--- src/uartrf_pkg.sv ---
// Shared types and constants for the UART register file with receive FIFO.
`timescale 1ns / 1ps
`default_nettype none

package uartrf_pkg;

	// Receive FIFO geometry
	localparam int RX_DEPTH   = 16;
	localparam int FIFO_PTR_W = $clog2(RX_DEPTH);
	localparam int FIFO_CNT_W = $clog2(RX_DEPTH + 1);

	// Item kinds
	localparam logic [1:0] MODE_READ  = 2'd0;
	localparam logic [1:0] MODE_WRITE = 2'd1;
	localparam logic [1:0] MODE_TICK  = 2'd2;

	// Register offsets
	localparam logic [2:0] REG_DATA = 3'd0;
	localparam logic [2:0] REG_IER  = 3'd1;
	localparam logic [2:0] REG_IIR  = 3'd2;
	localparam logic [2:0] REG_LCR  = 3'd3;
	localparam logic [2:0] REG_MCR  = 3'd4;
	localparam logic [2:0] REG_LSR  = 3'd5;
	localparam logic [2:0] REG_MSR  = 3'd6;
	localparam logic [2:0] REG_SCR  = 3'd7;

	// Attached device codes
	localparam logic [1:0] DEV_NONE  = 2'd0;
	localparam logic [1:0] DEV_BOARD = 2'd1;

	// Fixed register values and characters
	localparam int         LCR_DLAB_BIT = 7;
	localparam logic [7:0] LSR_TX_IDLE  = 8'h60;
	localparam logic [7:0] LSR_RX_READY = 8'h01;
	localparam logic [7:0] IIR_NONE     = 8'h01;
	localparam logic [7:0] MSR_VALUE    = 8'h00;
	localparam logic [7:0] CHAR_LF      = 8'h0A;
	localparam logic [7:0] CHAR_CR      = 8'h0D;

	// Status text loaded by a drive-board tick, first character at index 0
	localparam int STATUS_LEN = 3;
	localparam logic [STATUS_LEN-1:0][7:0] STATUS_TEXT = {8'h31, 8'h30, 8'h43};

	// FIFO commands from the register logic
	typedef struct packed {
		logic pop;
		logic load;
	} fifo_ctl_t;

	// FIFO status back to the register logic
	typedef struct packed {
		logic       not_empty;
		logic [7:0] head;
	} fifo_stat_t;

endpackage

`default_nettype wire

--- src/uartrf_rx_fifo.sv ---
// Receive FIFO: byte store, read pointer and fill count.
`timescale 1ns / 1ps
`default_nettype none

module uartrf_rx_fifo
	import uartrf_pkg::*;
(
	input  wire        clk,
	input  wire        arst_n,
	input  fifo_ctl_t  ctl,
	output fifo_stat_t stat
);

	logic [7:0]            rx_store_q [RX_DEPTH];
	logic [FIFO_PTR_W-1:0] rd_pos_q;
	logic [FIFO_CNT_W-1:0] count_q;

	// Head entry and empty flag
	assign stat.not_empty = (count_q != '0);
	assign stat.head      = rx_store_q[rd_pos_q];

	// Store: status text goes to the first entries on a load
	always_ff @(posedge clk) begin
		if (ctl.load) begin
			for (int i = 0; i < STATUS_LEN; i++) begin
				rx_store_q[i] <= STATUS_TEXT[i];
			end
		end
	end

	// Pointer and count
	always_ff @(posedge clk or negedge arst_n) begin
		if (!arst_n) begin
			rd_pos_q <= '0;
			count_q  <= '0;
		end else if (ctl.load) begin
			rd_pos_q <= '0;
			count_q  <= FIFO_CNT_W'(STATUS_LEN);
		end else if (ctl.pop && stat.not_empty) begin
			if (rd_pos_q == FIFO_PTR_W'(RX_DEPTH - 1)) begin
				rd_pos_q <= '0;
			end else begin
				rd_pos_q <= rd_pos_q + 1'b1;
			end
			count_q <= count_q - 1'b1;
		end
	end

`ifndef SYNTHESIS
	// Only the status text ever enters, so the count stays small
	a_count_bound: assert property (@(posedge clk) disable iff (!arst_n)
		count_q <= FIFO_CNT_W'(STATUS_LEN))
		else $error("rx fifo count above status length");

	// A load only lands in an empty FIFO
	a_load_empty: assert property (@(posedge clk) disable iff (!arst_n)
		ctl.load |-> !stat.not_empty)
		else $error("rx fifo load while holding data");

	// A pop of a non-empty FIFO removes exactly one byte
	a_pop_count: assert property (@(posedge clk) disable iff (!arst_n)
		(ctl.pop && !ctl.load && stat.not_empty) |=> (count_q == $past(count_q) - 1'b1))
		else $error("rx fifo pop did not decrement count");
`endif

endmodule

`default_nettype wire

--- src/uart_register_file_with_rx_fifo_core.sv ---
// Top level: 16550-style register file with receive FIFO and console transmit.
//
//  Channel  Dir  Signals                          Contents
//  s_axis   in   tvalid tready tdata[15:0]        mode, reg_index, write_data
//  m_axis   out  tvalid tready tdata[23:0] tuser  read_data, tx_byte, irq_pulse;
//                tlast                            tuser tx_valid, tlast tx_line_end
//  cfg      in   cfg_valid cfg_ready cfg_data[1:0] attached_device
//
// One item per cycle sustained while results are taken; each item passes the input
// register, then the result register. All item-driven register and FIFO updates happen
// in one pass through the decode logic of the input stage.
// The input stage advances whenever the result register is empty or being taken.
// Reset clears the valid flags, the architectural registers and the FIFO count; no clearing pass is needed.
`timescale 1ns / 1ps
`default_nettype none

module uart_register_file_with_rx_fifo_core
	import uartrf_pkg::*;
(
	input  wire         clk,
	input  wire         arst_n,
	input  wire         s_axis_tvalid,
	output logic        s_axis_tready,
	input  wire  [15:0] s_axis_tdata,  // [1:0] mode, [4:2] reg_index, [12:5] write_data
	output logic        m_axis_tvalid,
	input  wire         m_axis_tready,
	output logic [23:0] m_axis_tdata,  // [7:0] read_data, [15:8] tx_byte, [16] irq_pulse
	output logic        m_axis_tuser,  // [0] tx_valid
	output logic        m_axis_tlast,  // tx_line_end
	input  wire         cfg_valid,
	output logic        cfg_ready,
	input  wire  [1:0]  cfg_data        // [1:0] attached_device
);

	// Input stage
	logic       valid_s1;
	logic [1:0] mode_s1;
	logic [2:0] idx_s1;
	logic [7:0] wdata_s1;

	// Result register
	logic       out_valid_q;
	logic [7:0] out_rd_q;
	logic [7:0] out_txb_q;
	logic       out_txv_q;
	logic       out_eol_q;
	logic       out_irq_q;

	// Architectural registers
	logic [1:0] dev_q;
	logic [7:0] lcr_q;
	logic [7:0] mcr_q;
	logic [7:0] scr_q;
	logic [7:0] ier_q;
	logic [7:0] dll_q;
	logic [7:0] dlm_q;

	// Decode results
	logic       advance;
	logic       fire;
	logic       dlab;
	logic [7:0] rd_d;
	logic [7:0] txb_d;
	logic       txv_d;
	logic       eol_d;
	logic       irq_d;
	logic       we_lcr, we_mcr, we_scr, we_ier, we_dll, we_dlm;

	fifo_ctl_t  fifo_ctl;
	fifo_stat_t fifo_stat;

	uartrf_rx_fifo u_rx_fifo (
		.clk    (clk),
		.arst_n (arst_n),
		.ctl    (fifo_ctl),
		.stat   (fifo_stat)
	);

	// Handshakes
	assign advance       = !out_valid_q || m_axis_tready;
	assign fire          = valid_s1 && advance;
	assign s_axis_tready = !valid_s1 || advance;
	assign cfg_ready     = 1'b1;
	assign dlab          = lcr_q[LCR_DLAB_BIT];

	// Input register
	always_ff @(posedge clk or negedge arst_n) begin
		if (!arst_n) begin
			valid_s1 <= 1'b0;
		end else if (s_axis_tready) begin
			valid_s1 <= s_axis_tvalid;
		end
	end

	always_ff @(posedge clk) begin
		if (s_axis_tready && s_axis_tvalid) begin
			mode_s1  <= s_axis_tdata[1:0];
			idx_s1   <= s_axis_tdata[4:2];
			wdata_s1 <= s_axis_tdata[12:5];
		end
	end

	// Register decode for the item in the input stage
	always_comb begin
		rd_d          = '0;
		txb_d         = '0;
		txv_d         = 1'b0;
		eol_d         = 1'b0;
		irq_d         = 1'b0;
		we_lcr        = 1'b0;
		we_mcr        = 1'b0;
		we_scr        = 1'b0;
		we_ier        = 1'b0;
		we_dll        = 1'b0;
		we_dlm        = 1'b0;
		fifo_ctl.pop  = 1'b0;
		fifo_ctl.load = 1'b0;
		unique case (mode_s1)
			MODE_READ: begin
				unique case (idx_s1)
					REG_DATA: begin
						if (dlab) begin
							rd_d = dll_q;
						end else begin
							rd_d         = fifo_stat.not_empty ? fifo_stat.head : 8'h00;
							fifo_ctl.pop = fire;
						end
					end
					REG_IER: rd_d = dlab ? dlm_q : ier_q;
					REG_IIR: rd_d = IIR_NONE;
					REG_LCR: rd_d = lcr_q;
					REG_MCR: rd_d = mcr_q;
					REG_LSR: rd_d = LSR_TX_IDLE | (fifo_stat.not_empty ? LSR_RX_READY : 8'h00);
					REG_MSR: rd_d = MSR_VALUE;
					REG_SCR: rd_d = scr_q;
				endcase
			end
			MODE_WRITE: begin
				unique case (idx_s1)
					REG_DATA: begin
						if (dlab) begin
							we_dll = fire;
						end else if (dev_q == DEV_NONE) begin
							if (wdata_s1 == CHAR_LF) begin
								eol_d = 1'b1;
							end else if (wdata_s1 != CHAR_CR) begin
								txv_d = 1'b1;
								txb_d = wdata_s1;
							end
						end
					end
					REG_IER: begin
						we_dlm = fire && dlab;
						we_ier = fire && !dlab;
					end
					REG_LCR: we_lcr = fire;
					REG_MCR: we_mcr = fire;
					REG_SCR: we_scr = fire;
					REG_IIR, REG_LSR, REG_MSR: ;
				endcase
			end
			MODE_TICK: begin
				if (dev_q == DEV_BOARD) begin
					irq_d         = 1'b1;
					fifo_ctl.load = fire && !fifo_stat.not_empty;
				end
			end
			default: ;
		endcase
	end

	// Control registers
	always_ff @(posedge clk or negedge arst_n) begin
		if (!arst_n) begin
			dev_q <= DEV_NONE;
			lcr_q <= '0;
			mcr_q <= '0;
			scr_q <= '0;
			ier_q <= '0;
			dll_q <= '0;
			dlm_q <= '0;
		end else begin
			if (cfg_valid && cfg_ready) dev_q <= cfg_data;
			if (we_lcr) lcr_q <= wdata_s1;
			if (we_mcr) mcr_q <= wdata_s1;
			if (we_scr) scr_q <= wdata_s1;
			if (we_ier) ier_q <= wdata_s1;
			if (we_dll) dll_q <= wdata_s1;
			if (we_dlm) dlm_q <= wdata_s1;
		end
	end

	// Result register
	always_ff @(posedge clk or negedge arst_n) begin
		if (!arst_n) begin
			out_valid_q <= 1'b0;
		end else if (advance) begin
			out_valid_q <= valid_s1;
		end
	end

	always_ff @(posedge clk) begin
		if (fire) begin
			out_rd_q  <= rd_d;
			out_txb_q <= txb_d;
			out_txv_q <= txv_d;
			out_eol_q <= eol_d;
			out_irq_q <= irq_d;
		end
	end

	assign m_axis_tvalid = out_valid_q;
	assign m_axis_tdata  = {7'd0, out_irq_q, out_txb_q, out_rd_q};
	assign m_axis_tuser  = out_txv_q;
	assign m_axis_tlast  = out_eol_q;

`ifndef SYNTHESIS
	// Console output only comes from a write, so no read data alongside it
	a_tx_no_read: assert property (@(posedge clk) disable iff (!arst_n)
		(m_axis_tvalid && (m_axis_tuser || m_axis_tlast)) |-> (m_axis_tdata[7:0] == 8'h00))
		else $error("console output with read data");

	// A newline marks line end without a transmitted byte
	a_eol_no_tx: assert property (@(posedge clk) disable iff (!arst_n)
		(m_axis_tvalid && m_axis_tlast) |-> (!m_axis_tuser && m_axis_tdata[15:8] == 8'h00))
		else $error("line end carries a byte");

	// A drive-board tick always leaves data in the FIFO
	a_tick_fills: assert property (@(posedge clk) disable iff (!arst_n)
		(fire && mode_s1 == MODE_TICK && dev_q == DEV_BOARD) |=> fifo_stat.not_empty)
		else $error("tick left rx fifo empty");
`endif

endmodule

`default_nettype wire

--- config.mk ---
export PLATFORM = sky130hd
export DESIGN_NAME = uart_register_file_with_rx_fifo_core
export DESIGN_NICKNAME = d
export VERILOG_FILES = /design/src/uartrf_pkg.sv /design/src/uartrf_rx_fifo.sv /design/src/uart_register_file_with_rx_fifo_core.sv
export SDC_FILE = /design/constraint.sdc
export NUM_CORES = 1
export LEC_CHECK = 0
export CORE_ASPECT_RATIO = 0.8
export CORE_MARGIN = 2
export CORE_UTILIZATION = 30
export DETAILED_ROUTE_END_ITERATION = 8
export DONT_BUFFER_PORTS = 1
export PLACE_DENSITY = 0.47
export SETUP_SLACK_MARGIN = 0.05
export SYNTH_ARGS = -nofsm -noshare
export SYNTH_HDL_FRONTEND = slang
export SYNTH_SLANG_ARGS = --single-unit
export TNS_END_PERCENT = 50
--- constraint.sdc ---
create_clock -name clk -period 1.9 [get_ports clk]
set_input_delay 0.285 -clock clk [delete_from_list [all_inputs] [get_ports clk]]
set_output_delay 0.285 -clock clk [all_outputs]
set_load 0.005 [all_outputs]
==> results of run 1 <==
## power by group
part	total (mW)	switching, mW	internal [mW]
registers	2.51	0.171	2.34
clock network	2.00	0.775	1.23
logic	0.730	0.351	0.378
## metrics by stage
stage,instances,setup slack [ps]
2_1_floorplan,317,168
3_5_place_dp,511,45.9
6_report,532,110
3_3_place_gp,511,60.5
4_1_cts,530,43.6
5_1_grt,532,14.6
## metal layers
metal | vias to the layer above | part of all wire (%) | track usage (%)
met5 | - | 0 | 0
met4 | 0 | 0.95 | 3.92
met3 | 11 | 5.0 | 3.93
met2 | 58 | 42 | 18.4
met1 | 1313 | 52 | 21.3
li1 | 1203 | - | -
## critical path: stages (launching register included)
cell and delay (ps):
edfxtp_1 540, buf_4 210, nor2_1 140, nand4_2 370, mux2_2 410
## registers in the layout, indices dropped and copies added (netlist names), 2 cells and up
| signal | count |
|---|---|
| dll_q | 8 |
| dev_q | 2 |
| u_rx_fifo.count_q | 5 |
| wdata_s1 | 8 |
| dlm_q | 8 |
| out_txb_q | 8 |
| lcr_q | 8 |
| out_rd_q | 8 |
| mcr_q | 8 |
| idx_s1 | 3 |
| u_rx_fifo.rd_pos_q | 4 |
| ier_q | 8 |
| mode_s1 | 2 |
| scr_q | 8 |
## layout by cell type (no fill, tap or decap), drive strengths merged, types with 4 or more instances in the layout
cell / instances
dfrtp: 61
mux2: 56
buf: 34
edfxtp: 32
and2: 14
a21oi: 12
nand2: 11
clkbuf: 11
nor2: 10
nand3: 10
conb: 8
a22oi: 7
nor3: 6
and3: 6
mux2i: 5
ha: 5
nand3b: 4
o21ai: 4
nand2b: 4
inv: 4
## cell families after synthesis
kind of cell	count (synthesis)	share of synthesized area, %
AOI/OAI and AO/OA	42	7.06
muxes	61	16.6
buffers and inverters	24	4.08
DFF	93	58.0
other	2	0.175
xor gates and xnor gates	2	0.408
adders and majority gates	5	1.46
and+or+nand+nor	82	12.3
## final cells by class
class	count	area share, %
clock buffers	11	4.99
clock inverters	5	1.63
inverters	4	0.296
multi-input cells	200	33.0
flip-flops and latches	93	49.1
well taps	184	4.55
repair buffers	35	6.37
## worst max path at each step
stage                                                   end  slack (ps)
after floorplan                   out_rd_q[6]$_SDFFCE_PP0N_         170
after global placement    u_rx_fifo.rd_pos_q[0]$_DFFE_PN0P_          60
after detailed placement  u_rx_fifo.rd_pos_q[0]$_DFFE_PN0P_          50
after CTS                              dlm_q[4]$_DFFE_PN0P_          40
after global routing                   dlm_q[4]$_DFFE_PN0P_          10
final                                  dlm_q[4]$_DFFE_PN0P_         110
## timing repair
item,in CTS,in global routing
pin swaps,0,3
endpoints found under the setup margin,8,51
hold endpoints to repair,61,0
cloned,0,0
setup buffers,1,2
resized for setup,0,9
hold buffers,2,0
==> metrics, run 1 <==
Die Wd 138 um; WHS Endpoint wdata_s1[0]$_DFFE_PP_; Worst IR Drop VDD about 450 uV; dpl cell area roughly 0.0046 sq mm; top cell type's share of synthesized area between 30 and 40%; total grt overflow 0; synthesized area roughly 0.0043 sq mm; power per cell area ~1000 mW/mm^2; initial antenna violation count 1; first-pass GRT wire length between 15 and 20 mm; Tot GR Track Use 13.8%; design area roughly 0.0051 sq mm; CP startpoint kind register; CTS clk-pin slew, worst paths 70 ps; Fin Setup TNS 0 ps; Synth Area per Inst around 14 sq um; Clock H-tree levels 3; Final Cycle Share 94.2%; Crit Path Max Fanout 8; vias after detailed routing around 2600; clock sink count slightly above 90; Worst R2R Setup Slack roughly 110 ps; post-DR vias/cell just under 5; RSZ-0062 raised after global routing yes; routed wire length ~9.9 mm; Synth area leaders dfrtp_1 (36%), edfxtp_1 (22%), mux2_2 (13%); Port Buf Inserts 0; Post-synth top cells dfrtp_1 (61), mux2_2 (48), edfxtp_1 (32), and2_1 (14), buf_4 (14); fmax between 500 and 600 MHz; hold_sp s_axis_tdata[5]; leakage power between 2 and 2.5 nW; synthesis warning total 0; largest net degree at the start of global routing 62; hold depth 0; r2r worst-path depth 4; MaxCap Viol Count 0; wire per inst ~19 um; sequential-to-total area share from yosys stat slightly below 60%; root buf cell clkbuf_16; CORE AREA ~0.014 sq mm; Post-route DRC 0; Finished Core Util a little over a third; Clock Latency Late Sink roughly 340 ps; Fin. Hold Viols 0; diode count 0; layout cells sized above 1 a little over a third; IO Count 52; Initial Util a little under a third; area leader, netlist dfrtp_1; post-synthesis register bit count 93; Critical Path RT ~2100 ps; crit path capture type register; area grow syn2layout 18.1%; final setup fails 0; CTS tree built; Reg2Reg Capture Point dlm_q[4]$_DFFE_PN0P_; clock tree buffer depth 2; Num CTS Buffers 9; Slew Limit Fails 0; Synth async-reset ratio around 66%; top-count cell post-synth dfrtp_1; row cnt 39; reg-to-reg startpoint idx_s1[1]$_DFFE_PP_; Pwr Total around 5.2 mW; Crit. Startpoint idx_s1[1]$_DFFE_PP_; HP Class primary input to register; crit path kind register to register; clk_skew slightly above 7 ps; 1st-iter DRT viols 163; Period minus WS final between 1500 and 2000 ps; Synth Flop Type dfrtp_1; CP arrival about 2000 ps; hold slack 34.0 ps; Synth cell types 57; nets@finish ~370; status completed; EDFF count, synth 32; Mapped Cells roughly 310; hpwl dp 7.15 mm; number of global-route vias before repair between 2000 and 3000; full die area 0.0153 sq mm; Placer Congestion 0.803; # fillers about 1400; area taken by multi-input logic gates between 0.0015 and 0.002 sq mm; DR pass1 iterations 4; Die Y about 110 um; Antenna Nets Post-Route 0; Storage cell area ~0.0025 sq mm
Power figures use the tool's default switching activity.
==> run 2, diff against run 1 <==
--- a/config.mk
+++ b/config.mk
@@ -11,6 +11,7 @@
 export DETAILED_ROUTE_END_ITERATION = 8
 export DONT_BUFFER_PORTS = 1
 export PLACE_DENSITY = 0.47
+export RECOVER_POWER = 50
 export SETUP_SLACK_MARGIN = 0.05
 export SYNTH_ARGS = -nofsm -noshare
 export SYNTH_HDL_FRONTEND = slang
==> run 2 against run 1 <==
Clock skew about the same. Via count up 0.31%. Utilization down 0.21 points. Global-route usage unchanged. Cell area down 0.59%. Combinational power down 2%. Wire length up 0.23%. Count of clock-buffer cells in the layout unchanged. Critical path depth unchanged. Total power about the same.
==> metrics, run 2 (synthesized netlist as in run 1, its figures left out) <==
Die Y 111 um (unchanged); Clock H-tree levels 3 (unchanged); largest net degree at the start of global routing 62 (unchanged); power per cell area 1040 mW/mm^2 (+0.54%); hold depth 0 (unchanged); hold slack 30.2 ps (-3.79 ps); most frequent cells in the layout dfrtp_1 (60), mux2_2 (48), edfxtp_1 (32); root buf cell clkbuf_16; commonest non-fill, non-tap cell in the layout dfrtp_1; row cnt 39 (unchanged); hold_sp s_axis_tdata[5]; Worst Tran Pin Value roughly 880 ps; RSZ-0062 raised after global routing yes; IO Count 52 (unchanged); layout cells sized above 1 35.9% (-0.57 points); vias after detailed routing 2593 (+0.31%); wire per inst 18.6 um (+0.23%); hpwl dp 7.15 mm (unchanged); Antenna Nets Post-Route 0 (unchanged); Critical Path RT 2130 ps (about the same); Die Wd 138 um (unchanged); r2r worst-path depth 4 (unchanged); DR pass1 iterations 4 (unchanged); reg-to-reg startpoint idx_s1[1]$_DFFE_PP_; Final Cycle Share 93.7% (-0.48 points); clk_skew 7.51 ps (+0.233 ps); Port Buf Inserts 0 (unchanged); fmax 561 MHz (+0.51%); nets@finish 371 (unchanged); crit path capture type register; post-DR vias/cell 4.87 (+0.31%); Post-route DRC 0 (unchanged); MaxCap Viol Count 0 (unchanged); Initial Util 30.4% (unchanged); HP Class primary input to register; Tot GR Track Use 13.8% (unchanged); status completed; total grt overflow 0 (unchanged); crit path kind register to register; Worst slew margin roughly two fifths; area grow syn2layout 17.4%; leakage power 2.17 nW (-0.75%); Num CTS Buffers 9 (unchanged); Fin. Hold Viols 0 (unchanged); routed wire length 9.90 mm (+0.23%); WHS Endpoint wdata_s1[0]$_DFFE_PP_; Finished Core Util 35.7% (-0.21 points); CTS clk-pin slew, worst paths 70 ps (about the same); CTS tree built; Worst R2R Setup Slack 120 ps (about the same); 1st-iter DRT viols 163 (unchanged); full die area 0.0153 sq mm (unchanged); Reg2Reg Capture Point dlm_q[4]$_DFFE_PN0P_; first-pass GRT wire length 15.5 mm (unchanged); clock tree buffer depth 2 (unchanged); Slew Limit Fails 0 (unchanged); Crit Path Max Fanout 8 (unchanged); Worst IR Drop VDD 456 uV (+0.69%); Period minus WS final 1780 ps (-9.15 ps); CP arrival 2010 ps (about the same); Final Non-Filler Cells 532 (unchanged); final setup fails 0 (unchanged); CP startpoint kind register; number of global-route vias before repair 2650 (unchanged); Placer Congestion 0.803 (unchanged); clock sink count 93 (unchanged); Fin Setup TNS 0 ps (unchanged); Inst Count DP 511 (unchanged); CORE AREA 0.0141 sq mm (unchanged); Clock Latency Late Sink 350 ps (about the same); diode count 0 (unchanged); initial antenna violation count 1 (unchanged); Crit. Startpoint idx_s1[1]$_DFFE_PP_
-- run 2: what timing repair did --
item,4_1_cts,5_1_grt
hold buffers,2,0
gates resized for setup,0,9
pin swaps,0,3
endpoints found under the setup margin,8,51
buffers inserted,1,2
cloned,0,0
endpoints found under the hold margin,61,0
-- run 2: cell type report --
cell class,instances,area (sq um)
fill,1383,9070
sequential,93,2490
multi-input combinational,200,1670
timing repair buffer,35,293
clock buffer,11,253
tap,184,230
clock inverter,5,82.6
inverter,4,15.0
-- run 2: worst max path at each step --
| stage | to | slack [ps] |
|---|---|---|
| finish | dlm_q[4]$_DFFE_PN0P_ | 120 |
| global route | dlm_q[4]$_DFFE_PN0P_ | 10 |
| CTS | dlm_q[4]$_DFFE_PN0P_ | 40 |
| global placement | u_rx_fifo.rd_pos_q[0]$_DFFE_PN0P_ | 60 |
| detailed placement | u_rx_fifo.rd_pos_q[0]$_DFFE_PN0P_ | 50 |
| floorplan | out_rd_q[6]$_SDFFCE_PP0N_ | 170 |
-- run 2: power breakdown --
group / internal (mW) / leakage [nW] / switching [mW]
Sequential: 2.34 / 1.11 / 0.171
Combinational: 0.370 / 0.894 / 0.349
Clock: 1.23 / 0.166 / 0.783
Total: 3.93 / 2.17 / 1.30
-- run 2: layer usage --
layer	up-vias	part of all wire, %	global-route usage, %	routed length, um
met5	-	0	0	0
met4	0	0.96	3.92	95
met3	10	5.6	3.93	550
met2	60	41	18.4	4090
met1	1323	52	21.3	5160
li1	1200	-	-	-
-- run 2: critical path: stages (launching register included) --
cell and delay [ps]:
edfxtp_1 540, buf_4 210, nor2_1 140, nand4_2 360, mux2_2 400
-- run 2: through the flow --
step	cell area [sq um]	setup WS, ps	power, mW
3_3_place_gp	4640	60.5	3.21
4_1_cts	5020	43.6	5.27
2_1_floorplan	4310	168	3.00
6_report	5030	119	5.24
5_1_grt	5030	14.6	5.49
3_5_place_dp	4640	45.9	3.23
==> run 3, diff against run 2 <==
--- a/config.mk
+++ b/config.mk
@@ -5,12 +5,13 @@
 export SDC_FILE = /design/constraint.sdc
 export NUM_CORES = 1
 export LEC_CHECK = 0
+export BUFFER_PORTS_ARGS = -buffer_cell sky130_fd_sc_hd__buf_2
+export CAP_MARGIN = 10
 export CORE_ASPECT_RATIO = 0.8
 export CORE_MARGIN = 2
 export CORE_UTILIZATION = 30
 export DETAILED_ROUTE_END_ITERATION = 8
-export DONT_BUFFER_PORTS = 1
-export PLACE_DENSITY = 0.47
+export PLACE_DENSITY = 0.5
 export RECOVER_POWER = 50
 export SETUP_SLACK_MARGIN = 0.05
 export SYNTH_ARGS = -nofsm -noshare
==> constraint.sdc (replaced) <==
create_clock -name clk -period 1.9 [get_ports clk]
set_input_delay 0.19 -clock clk [delete_from_list [all_inputs] [get_ports clk]]
set_output_delay 0.19 -clock clk [all_outputs]
set_load 0.005 [all_outputs]
==> run 3 against run 2 <==
Worst hold slack got worse by 14 ps. Count of clock-buffer cells in the layout up 1. Via count up 8.0%. Critical path type unchanged. Critical path depth stayed put. Die area is the same. Clock skew is 0.51 ps higher. Wire length rose by 2.1%. Highest routed layer unchanged. Utilization is 1.6 points higher. Final cell count increased by 8.8%. Sequential share of layout area fell by 2.1 points. Maximum frequency fell by 3.1%. Flip-flop and latch count did not move.
==> metrics, run 3 (synthesized netlist as in run 1, its figures left out) <==
status completed; Final Cycle Share 96.7% (+3.0 points); CP arrival 1940 ps (-70 ps); Reg2Reg Capture Point out_txb_q[1]$_SDFFCE_PP0N_; 1st-iter DRT viols 162 (-0.61%); CP startpoint kind register; hold_sp s_axis_tdata[7]; Worst IR Drop VDD 478 uV (+4.9%); root buf cell clkbuf_16; CTS tree built; Num CTS Buffers 9 (unchanged); DR pass1 iterations 4 (unchanged); nets@finish 418 (+13%); CORE AREA 0.0141 sq mm (unchanged); full die area 0.0153 sq mm (unchanged); Critical Path RT 2010 ps (-120 ps); area grow syn2layout 22.6%; r2r worst-path depth 4 (unchanged); post-DR vias/cell 4.84 (-0.78%); first-pass GRT wire length 15.9 mm (+2.5%); WHS Endpoint wdata_s1[2]$_DFFE_PP_; routed wire length 10.1 mm (+2.1%); crit path capture type register; row cnt 39 (unchanged); Tot GR Track Use 14.2% (+0.47 points); Inst Count DP 552 (+8.0%); Fin Setup TNS 0 ps (unchanged); wire per inst 17.5 um (-6.2%); clock tree buffer depth 2 (unchanged); Placer Congestion 0.795 (-1.0%); Worst R2R Setup Slack 60 ps (-60 ps); met2 usage 19.7% (+1.3 points); largest net degree at the start of global routing 62 (unchanged); total grt overflow 0 (unchanged); MaxCap Viol Count 0 (unchanged); gr busiest metal met1; Port Buf Inserts 40 (+40); crit path kind register to register; Fin. Hold Viols 0 (unchanged); Antenna Nets Post-Route 0 (unchanged); hpwl dp 7.22 mm (+0.98%); Final Non-Filler Cells 579 (+8.8%); clk_skew 8.02 ps (+0.507 ps); Worst slew margin 42.1% (+0.66 points); final setup fails 0 (unchanged); Period minus WS final 1840 ps (+57.1 ps); layout cells sized above 1 40.0% (+4.1 points); RSZ-0062 raised after global routing yes; reg-to-reg startpoint wdata_s1[4]$_DFFE_PP_; Crit Path Max Fanout 9 (+1); IO Count 52 (unchanged); Worst Tran Pin Value 868 ps (-9.93 ps); number of global-route vias before repair 2822 (+6.5%); diode count 0 (unchanged); fmax 544 MHz (-3.1%); most frequent cells in the layout dfrtp_1 (61), mux2_2 (48), buf_4 (34); initial antenna violation count 0 (-1); vias after detailed routing 2800 (+8.0%); Post-route DRC 0 (unchanged); CTS clk-pin slew, worst paths 60 ps (about the same); Initial Util 30.4% (unchanged); Clock H-tree levels 3 (unchanged); Die Y 111 um (unchanged); met3 GRT Util 4.94% (+1.0 points); leakage power 2.32 nW (+6.9%); commonest non-fill, non-tap cell in the layout dfrtp_1; clock sink count 93 (unchanged); Slew Limit Fails 0 (unchanged); met1 Use GR 20.7% (-0.60 points); Die Wd 138 um (unchanged); power per cell area 995 mW/mm^2 (-4.3%); hold depth 1 (+1); Clock Latency Late Sink 350 ps (about the same); HP Class primary input to register
-- run 3: changes by cell type in the layout (fill, tap and decap cells not counted), moves of 2 or more --
cell | previous run | this run
nor2_2 | 1 | 3
nor2_1 | 9 | 7
buf_12 | 3 | 1
buf_2 | 0 | 30
clkbuf_1 | 2 | 13
clkinv_4 | 2 | 0
dlygate4sd3_1 | 1 | 3
buf_4 | 27 | 34
-- run 3: power by group --
group          total, mW  switching, mW  internal (mW)
clock network       1.94          0.751           1.19
logic              0.808          0.394          0.414
registers           2.49          0.157           2.33
total               5.24           1.30           3.93
-- run 3: worst max path at each step --
stage,startpoint,endpoint,slack [ps]
floorplan,u_rx_fifo.count_q[0]$_DFFE_PN0P_,out_rd_q[6]$_SDFFCE_PP0N_,170
global placement,idx_s1[0]$_DFFE_PP_,u_rx_fifo.rd_pos_q[0]$_DFFE_PN0P_,80
detailed placement,idx_s1[0]$_DFFE_PP_,out_txb_q[6]$_SDFFCE_PP0N_,40
CTS,idx_s1[0]$_DFFE_PP_,out_txb_q[1]$_SDFFCE_PP0N_,60
global route,mode_s1[1]$_DFFE_PP_,dll_q[4]$_DFFE_PN0P_,3
finish,wdata_s1[4]$_DFFE_PP_,out_txb_q[1]$_SDFFCE_PP0N_,60
-- run 3: timing repair --
| action | CTS | global route |
|---|---|---|
| setup buffers | 2 | 6 |
| pin swaps | 1 | 1 |
| resized for setup | 0 | 13 |
| hold buffers | 2 | 1 |
| setup endpoints to repair | 8 | 36 |
| hold endpoints to repair | 62 | 1 |
-- run 3: cell type report --
class | count | area [sq um]
timing repair buffer | 82 | 513
clock inverter | 4 | 71.3
fill | 1392 | 8840
clock buffer | 12 | 246
inverter | 4 | 15.0
tap | 184 | 230
sequential | 93 | 2490
multi-input combinational | 200 | 1700
-- run 3: metal layers --
metal / part of all wire (%) / wire, um
met3: 5.5 / 559
met4: 1.3 / 128
met5: 0 / 0
met1: 48 / 4900
met2: 45 / 4520
-- run 3: critical path: stages, from the launching register on --
cell and delay (ps):
edfxtp_1 440, nor4_1 520, and2_1 340, a21oi_4 120
and2_1 170
-- run 3: stage by stage --
stage                     cell area [sq um]  setup slack (ps)  util [%]  hold slack (ps)  power (mW)
after global placement                 4840              78.2      34.3              227        3.27
after detailed placement               4840              36.2      34.3              229        3.29
after CTS                              5190              64.5      36.8             1.45        5.25
after global routing                   5260              2.84      37.3             1.30        5.48
after floorplan                        4310               168         -             -106        3.00
final                                  5260              61.8      37.3             16.0        5.24
